$ cat src/hw/rtl/spd_pkg.sv
`default_nettype none
// ----------------------------------------------------------------------------
// spd_pkg: shared types and constants of the scrambled packet deframer
// Packet length, descramble key and the result word type used by the framer,
// the output buffer and the top level.
// ----------------------------------------------------------------------------
package spd_pkg;

   // packet geometry
   localparam int FrameLen          = 10;
   localparam int PayloadLen        = FrameLen - 1;
   localparam int PosWidth          = $clog2(FrameLen);
   localparam int CountWidthDefault = 16;
   localparam int OutCountWidth     = 16;

   // bit 7 of a received byte marks the start of a packet
   localparam int StartBit = 7;

   // checksum covers the low 7 bits of the running sum
   localparam int SumWidth = 7;

   localparam logic [PosWidth-1:0] LastPos = PosWidth'(FrameLen - 1);

   typedef logic [PayloadLen-1:0][7:0] payload_type;

   // one result word
   typedef struct packed {
      payload_type                payload;
      logic                       packet_ok;
      logic [OutCountWidth-1:0]   sync_errors;
      logic [OutCountWidth-1:0]   checksum_errors;
   } result_type;

   // fixed descramble key, one byte per packet position
   function automatic logic [7:0] key_byte(input logic [PosWidth-1:0] pos);
      logic [7:0] key;
      case (pos)
         4'd0:    key = 8'h4b;
         4'd1:    key = 8'h7f;
         4'd2:    key = 8'h1d;
         4'd3:    key = 8'h5e;
         4'd4:    key = 8'h3c;
         4'd5:    key = 8'h29;
         4'd6:    key = 8'h6a;
         4'd7:    key = 8'h79;
         4'd8:    key = 8'h5a;
         4'd9:    key = 8'h46;
         default: key = 8'h00;
      endcase
      return key;
   endfunction

endpackage
`default_nettype wire

$ cat src/hw/rtl/scrambled_packet_deframer_core.sv
`default_nettype none
// ----------------------------------------------------------------------------
// scrambled_packet_deframer_core: serial packet deframer and descrambler
// Takes one received byte per word, collects ten-byte packets, descrambles
// them and checks the 7-bit checksum, giving one result word per packet.
// ----------------------------------------------------------------------------
// The block accepts one received byte per clock cycle while req_stall is low.
// A byte with bit 7 set starts a packet; a start in the middle of a packet
// bumps the sync error count and restarts the packet. Each byte is
// descrambled and added to a running 7-bit sum as it arrives, so the tenth
// byte of a packet produces its result word in the same cycle it is accepted;
// the word is registered in the output buffer before the rsp_ port. Results
// with a checksum mismatch are still delivered with rsp_packet_ok low. A
// two-entry output buffer lets the input keep flowing while one result waits;
// req_stall rises only when both entries are full. Error counters are
// COUNT_WIDTH bits wide, wrap, and show their low 16 bits on the result port.
// ----------------------------------------------------------------------------
module scrambled_packet_deframer_core #(
   parameter int COUNT_WIDTH = spd_pkg::CountWidthDefault
) (
   input  wire logic        clock,
   input  wire logic        reset,
   // received bytes
   input  wire logic        req_valid,
   output      logic        req_stall,
   input  wire logic [7:0]  req_rx_byte,
   // packet results
   output      logic        rsp_valid,
   input  wire logic        rsp_stall,
   output      logic [7:0]  rsp_payload_byte_0,
   output      logic [7:0]  rsp_payload_byte_1,
   output      logic [7:0]  rsp_payload_byte_2,
   output      logic [7:0]  rsp_payload_byte_3,
   output      logic [7:0]  rsp_payload_byte_4,
   output      logic [7:0]  rsp_payload_byte_5,
   output      logic [7:0]  rsp_payload_byte_6,
   output      logic [7:0]  rsp_payload_byte_7,
   output      logic [7:0]  rsp_payload_byte_8,
   output      logic        rsp_packet_ok,
   output      logic [15:0] rsp_sync_errors,
   output      logic [15:0] rsp_checksum_errors
);
   import spd_pkg::*;

   logic       byte_accept;
   logic       buf_full;
   logic       new_valid;
   result_type new_word;
   result_type rsp_word;

   assign req_stall   = buf_full;
   assign byte_accept = req_valid && !buf_full;

   // framing, descrambling and checksum
   spd_framer #(
      .COUNT_WIDTH (COUNT_WIDTH)
   ) u_framer (
      .clock        (clock),
      .reset        (reset),
      .byte_accept  (byte_accept),
      .rx_byte      (req_rx_byte),
      .result_valid (new_valid),
      .result       (new_word)
   );

   // result register and skid entry
   spd_out_buf u_out_buf (
      .clock     (clock),
      .reset     (reset),
      .in_valid  (new_valid),
      .in_word   (new_word),
      .full      (buf_full),
      .out_valid (rsp_valid),
      .out_stall (rsp_stall),
      .out_word  (rsp_word)
   );

   // unpack the result word
   assign rsp_payload_byte_0  = rsp_word.payload[0];
   assign rsp_payload_byte_1  = rsp_word.payload[1];
   assign rsp_payload_byte_2  = rsp_word.payload[2];
   assign rsp_payload_byte_3  = rsp_word.payload[3];
   assign rsp_payload_byte_4  = rsp_word.payload[4];
   assign rsp_payload_byte_5  = rsp_word.payload[5];
   assign rsp_payload_byte_6  = rsp_word.payload[6];
   assign rsp_payload_byte_7  = rsp_word.payload[7];
   assign rsp_payload_byte_8  = rsp_word.payload[8];
   assign rsp_packet_ok       = rsp_word.packet_ok;
   assign rsp_sync_errors     = rsp_word.sync_errors;
   assign rsp_checksum_errors = rsp_word.checksum_errors;

endmodule
`default_nettype wire

$ cat src/hw/rtl/spd_framer.sv
`default_nettype none
// ----------------------------------------------------------------------------
// spd_framer: byte framing, descrambling and checksum
// Tracks the packet position, descrambles each byte as it arrives, keeps a
// running 7-bit sum and the two error counters, and builds the result word
// on the last byte of a packet.
// ----------------------------------------------------------------------------
module spd_framer #(
   parameter int COUNT_WIDTH = spd_pkg::CountWidthDefault
) (
   input  wire logic                clock,
   input  wire logic                reset,
   input  wire logic                byte_accept,
   input  wire logic [7:0]          rx_byte,
   output      logic                result_valid,
   output      spd_pkg::result_type result
);
   import spd_pkg::*;

   logic [PosWidth-1:0]    pos_ff,      pos_in;
   logic [SumWidth-1:0]    sum_ff,      sum_in;
   logic [COUNT_WIDTH-1:0] sync_cnt_ff, sync_cnt_in;
   logic [COUNT_WIDTH-1:0] chk_cnt_ff,  chk_cnt_in;
   payload_type            bytes_ff;

   logic [PosWidth-1:0] cur_pos;
   logic [PosWidth-1:0] wr_pos;
   logic                start_mark;
   logic [7:0]          plain;
   logic                last_byte;
   logic                sum_match;

   // position of this word; a start mark restarts at zero
   always_comb begin
      cur_pos    = (pos_ff > LastPos) ? '0 : pos_ff;
      start_mark = rx_byte[StartBit];
      wr_pos     = start_mark ? '0 : cur_pos;
      plain      = rx_byte ^ key_byte(wr_pos);
      last_byte  = (wr_pos == LastPos);
      sum_match  = (plain == {1'b0, sum_ff});
   end

   // next state of position, running sum and counters
   always_comb begin
      pos_in      = pos_ff;
      sum_in      = sum_ff;
      sync_cnt_in = sync_cnt_ff;
      chk_cnt_in  = chk_cnt_ff;
      if (byte_accept) begin
         pos_in = last_byte ? '0 : wr_pos + PosWidth'(1);
         sum_in = (wr_pos == '0) ? plain[SumWidth-1:0]
                                 : sum_ff + plain[SumWidth-1:0];
         if (start_mark && (cur_pos != '0)) begin
            sync_cnt_in = sync_cnt_ff + COUNT_WIDTH'(1);
         end
         if (last_byte && !sum_match) begin
            chk_cnt_in = chk_cnt_ff + COUNT_WIDTH'(1);
         end
      end
   end

   always_ff @(posedge clock) begin
      if (reset) begin
         pos_ff      <= '0;
         sum_ff      <= '0;
         sync_cnt_ff <= '0;
         chk_cnt_ff  <= '0;
      end else begin
         pos_ff      <= pos_in;
         sum_ff      <= sum_in;
         sync_cnt_ff <= sync_cnt_in;
         chk_cnt_ff  <= chk_cnt_in;
      end
   end

   // descrambled payload bytes, one register per position
   always_ff @(posedge clock) begin
      for (int k = 0; k < PayloadLen; k++) begin
         if (byte_accept && (wr_pos == PosWidth'(k))) begin
            bytes_ff[k] <= plain;
         end
      end
   end

   // result word on the last byte of a packet
   always_comb begin
      result_valid           = byte_accept && last_byte;
      result.payload         = bytes_ff;
      result.packet_ok       = sum_match;
      result.sync_errors     = OutCountWidth'(sync_cnt_in);
      result.checksum_errors = OutCountWidth'(chk_cnt_in);
   end

endmodule
`default_nettype wire

$ cat src/hw/rtl/spd_out_buf.sv
`default_nettype none
// ----------------------------------------------------------------------------
// spd_out_buf: result register with skid stage
// Holds the result word for the output channel; a second entry catches a new
// word while the output is stalled, and its fill stalls the input side.
// ----------------------------------------------------------------------------
module spd_out_buf (
   input  wire logic                clock,
   input  wire logic                reset,
   input  wire logic                in_valid,
   input  wire spd_pkg::result_type in_word,
   output      logic                full,
   output      logic                out_valid,
   input  wire logic                out_stall,
   output      spd_pkg::result_type out_word
);
   import spd_pkg::*;

   logic       out_valid_ff, out_valid_in;
   logic       skid_valid_ff, skid_valid_in;
   result_type out_ff, out_in;
   result_type skid_ff, skid_in;

   // move words toward the output when it is free
   always_comb begin
      out_valid_in  = out_valid_ff;
      skid_valid_in = skid_valid_ff;
      out_in        = out_ff;
      skid_in       = skid_ff;
      if (!out_valid_ff || !out_stall) begin
         out_valid_in  = skid_valid_ff || in_valid;
         out_in        = skid_valid_ff ? skid_ff : in_word;
         skid_valid_in = 1'b0;
      end else if (in_valid) begin
         skid_valid_in = 1'b1;
         skid_in       = in_word;
      end
   end

   always_ff @(posedge clock) begin
      if (reset) begin
         out_valid_ff  <= 1'b0;
         skid_valid_ff <= 1'b0;
      end else begin
         out_valid_ff  <= out_valid_in;
         skid_valid_ff <= skid_valid_in;
      end
      out_ff  <= out_in;
      skid_ff <= skid_in;
   end

   assign full      = skid_valid_ff;
   assign out_valid = out_valid_ff;
   assign out_word  = out_ff;

endmodule
`default_nettype wire

$ cat config.mk
export PLATFORM = sky130hd
export DESIGN_NAME = scrambled_packet_deframer_core
export DESIGN_NICKNAME = d
export VERILOG_FILES = /design/src/hw/rtl/spd_pkg.sv /design/src/hw/rtl/scrambled_packet_deframer_core.sv /design/src/hw/rtl/spd_framer.sv /design/src/hw/rtl/spd_out_buf.sv
export SDC_FILE = /design/constraint.sdc
export NUM_CORES = 1
export LEC_CHECK = 0
export BUFFER_PORTS_ARGS = -buffer_cell sky130_fd_sc_hd__buf_4
export CAP_MARGIN = 20
export CORE_MARGIN = 5
export CORE_UTILIZATION = 45
export DETAILED_ROUTE_END_ITERATION = 7
export PLACE_DENSITY = 0.63
export SLEW_MARGIN = 30
export SYNTH_ARGS = -nofsm -noshare
export SYNTH_HDL_FRONTEND = slang
export SYNTH_HIERARCHICAL = 1
export SYNTH_SLANG_ARGS = --single-unit
$ cat constraint.sdc
create_clock -name clock -period 10.43 [get_ports clock]
set_input_delay 3.129 -clock clock [delete_from_list [all_inputs] [get_ports clock]]
set_output_delay 3.129 -clock clock [all_outputs]
set_load 0.01 [all_outputs]
==> out/summary.txt <==
Share of the yosys chip area belonging to registers - 71.1%
Pwr Density - 176 mW/mm2
Layout cells sized above 1 - 33.1%
XOR/XNOR Fraction of Synth Area - 2.50%
Startpoint type of the worst setup path - input port
Worst path max stage delay - 0.64 ns
Final Hold Viols - 0
CP required - 10.69 ns
Initial Util - 45.8%
Die Area - 0.0328 mm2
Core Region - 0.0288 mm2
Leading cell type in the layout, fill and taps excluded - edfxtp_1
Synth Cell Area - 0.0132 mm2
Critical-path maximum fanout - 24
H-tree lvl count - 2
Met3 Use GR - 3.48%
CTS root buf - clkbuf_16
M2 GR Usage - 22.3%
Number of flops mapped to enable cells by yosys - 282
Leakage power total - 0.00597 uW
Routed vias/inst - 5.08
Largest net degree at the start of global routing - 68
IO Pins - 119
First-pass GRT wire length - 38500 um
Site Rows - 62
Fillers - 2327
Post-Route WL - 23900 um
Global-route usage over all layers - 14.5%
Mux share of post-synthesis cell area - 11.7%
Post-CTS Hold Fix Bufs - 0
Max cap viols - 0
Routed len/inst - 18.0 um
Synth warn - 6
Buffers on Ports - 118
RePlAce Congestion - 0.812
Critical Path Sink Type - flip-flop
Initial DRC Count - 404
Die width - 181 um
Reg clk slew, reported paths - 0.06 ns
Status - complete, no violations
Routing usage on met1 - 20.8%
Number of antenna violations at the first check in global routing - 0
Fin area - 0.0156 mm2
GR peak layer - met2
Post-synthesis adder-cell area fraction - 1.67%
Post-CTS Resized - 0
Largest family of logic cells by synthesized area - multiplexers
Num CTS Buffers - 35
Setup bufs post-CTS - 0
Clock Path Buffers - 3
Total power - 2750 uW
Average footprint of a synthesized cell - 16.8 um2
Sequence of cells on the critical path - buf_4, or3b_2, ha_1, or4b_1, a21oi_1, a21oi_1, xor2_1, ha_1, nor4_1, nand2_1, a211oi_4, nor3_1, xor2_1, mux2_2
Post-Syn Instances - 785
Placed cell area - 0.0145 mm2
CP delay by family, top - simple AND/OR/NAND/NOR gates
Crit share post-route - 69.0%
Hold Path Class - flip-flop to flip-flop
Cell variety after synth - 57
N_diodes - 0
Dominant synthesized flop cell - edfxtp_1
Die Height - 181 um
# clock sinks - 327
Commonest cells after routing, fill and taps aside - edfxtp_1 (282), buf_4 (127), mux2_2 (80)
Synth-to-layout area growth - 18.6%
Tmin final - 7.20 ns
Post-synthesis register bit count - 327
Via count - 6745
Compound-Gate Fraction of Synth Area - 2.83%
CTS tree - done
Setup violators final - 0
Crit path buf inv count - 1
Maximum vdd ir drop - 0.0963 mV
Slew @ Worst Pin - 0.920 ns
RSZ-0062 raised after global routing - false
Initial DRT Pass Iterations - 4
Clock skew - 0.0168 ns
Dpl hpwl - 14600 um
Setup TNS - 0 ns
Final #Nets - 947
Clock Latency Late Sink - 0.50 ns
GRT overflow - 0
Fin cells - 1327
WP data arrival - 7.46 ns
Vias in the first global route - 6826
CP max stage cell - a211oi_4
Simple-gate share of the synthesized area - 8.51%
Final-report max-slew violation count - 0
DP Cell Count - 1265
Final core utilization - 54.3%
Slew margin rel. - 38.6%
Post-Synthesis Net Count - 814
Critical path type - input port to flip-flop
Drt drc - 0
Final ANT Viol Nets - 0
Fmax - 139 MHz
Ys async rst share - 0%
## flip-flops by register name, indices dropped and copies added, names as in the netlist
signal	cells
u_framer/chk_cnt_ff	16
u_framer/pos_ff	4
u_out_buf/out_word	105
u_framer/result	72
u_out_buf/skid_ff	105
u_out_buf/out_valid	1
u_framer/sync_cnt_ff	16
u_framer/sum_ff	7
u_out_buf/full	1
## worst reg2reg max path, cell delays in order, from the launching register on
cell and delay [ns]:
dfxtp_1 0.47, o21ai_0 0.47, nand3b_1 0.31, ha_1 0.37
or4b_1 0.48, a21oi_1 0.25, a21oi_1 0.09, xor2_1 0.16
ha_1 0.32, nor4_1 0.37, nand2_1 0.22, a211oi_4 0.64
nor3_1 0.23, xor2_1 0.21, mux2_2 0.29
## final timing paths
path,startpoint,to,slack (ns),cells after the start
worst max-delay path,req_rx_byte[7],u_out_buf/out_word[15]$_DFFE_PP_,3.23,14
worst min-delay path,u_framer/result[45]$_DFFE_PP_,u_out_buf/skid_ff[45]$_DFFE_PP_,0.45,0
worst max register to register,u_framer/pos_ff[2]$_SDFFE_PP0P_,u_out_buf/out_word[15]$_DFFE_PP_,5.31,14
worst min register to register,u_framer/result[45]$_DFFE_PP_,u_out_buf/skid_ff[45]$_DFFE_PP_,0.45,0
## area by class of cell
| class | count | area [um2] | share of cell area [%] |
|---|---|---|---|
| Sequential cell | 327 | 9370 | 60.0 |
| Multi-Input combinational cell | 419 | 3620 | 23.1 |
| Clock buffer | 45 | 966 | 6.18 |
| Timing Repair Buffer | 127 | 953 | 6.10 |
| Tap cell | 384 | 480 | 3.07 |
| Clock inverter | 17 | 208 | 1.33 |
| Inverter | 8 | 30.0 | 0.192 |
## synth_stat cells, drive strengths merged, types with 2 or more instances
master | instances | area share (%)
or4b | 3 | 0.23
nand3b | 4 | 0.23
a21o | 3 | 0.17
nand4b | 2 | 0.13
nand2 | 20 | 0.57
inv | 8 | 0.23
xor2 | 19 | 1.3
o21ai | 8 | 0.30
nor4b | 2 | 0.25
nand2b | 13 | 0.62
o31ai | 7 | 0.40
or4 | 6 | 0.34
a21oi | 17 | 0.65
buf | 18 | 1.0
and3 | 15 | 0.71
nor2 | 26 | 0.74
edfxtp | 282 | 64
or3 | 3 | 0.14
a31oi | 3 | 0.14
and4 | 4 | 0.27
mux2i | 6 | 0.46
a211oi | 6 | 0.42
nand3 | 17 | 0.72
mux2 | 119 | 11
nor2b | 30 | 1.5
o21a | 2 | 0.11
clkbuf | 13 | 0.37
dfxtp | 45 | 6.8
xnor2 | 16 | 1.1
and2 | 4 | 0.19
nor4 | 6 | 0.40
nand4 | 8 | 0.38
or3b | 4 | 0.27
nor3b | 3 | 0.17
o32ai | 2 | 0.13
o211ai | 2 | 0.11
nor3 | 14 | 0.53
ha | 16 | 1.5
## layer usage
metal	wire (um)	share of wire, %
met1	11200	47
met2	10800	45
met3	1380	5.8
met4	481	2.0
met5	0	0
## logic make-up (layout without fill, tap and decap cells)
group	count (synthesis)	count (layout)
flip-flops	327	327
AND/OR/NAND/NOR	186	186
multiplexers	125	125
AO/OA/AOI/OAI	55	55
buffers and inverters	39	197
XOR/XNOR	36	36
adder cells (fa/ha/maj)	17	17
## metrics by stage
step / hold WS (ns) / setup slack (ns)
after floorplan: 0.422 / 3.09
after global placement: 0.430 / 2.63
after detailed placement: 0.432 / 2.73
after CTS: 0.448 / 3.26
after global routing: 0.459 / 2.94
final: 0.446 / 3.23
## where the power goes
| part | internal [uW] | switching (uW) |
|---|---|---|
| Clock | 776 | 470 |
| Sequential | 1420 | 6.10 |
| Combinational | 32.5 | 47.6 |
(Power assumes the default switching activity.)
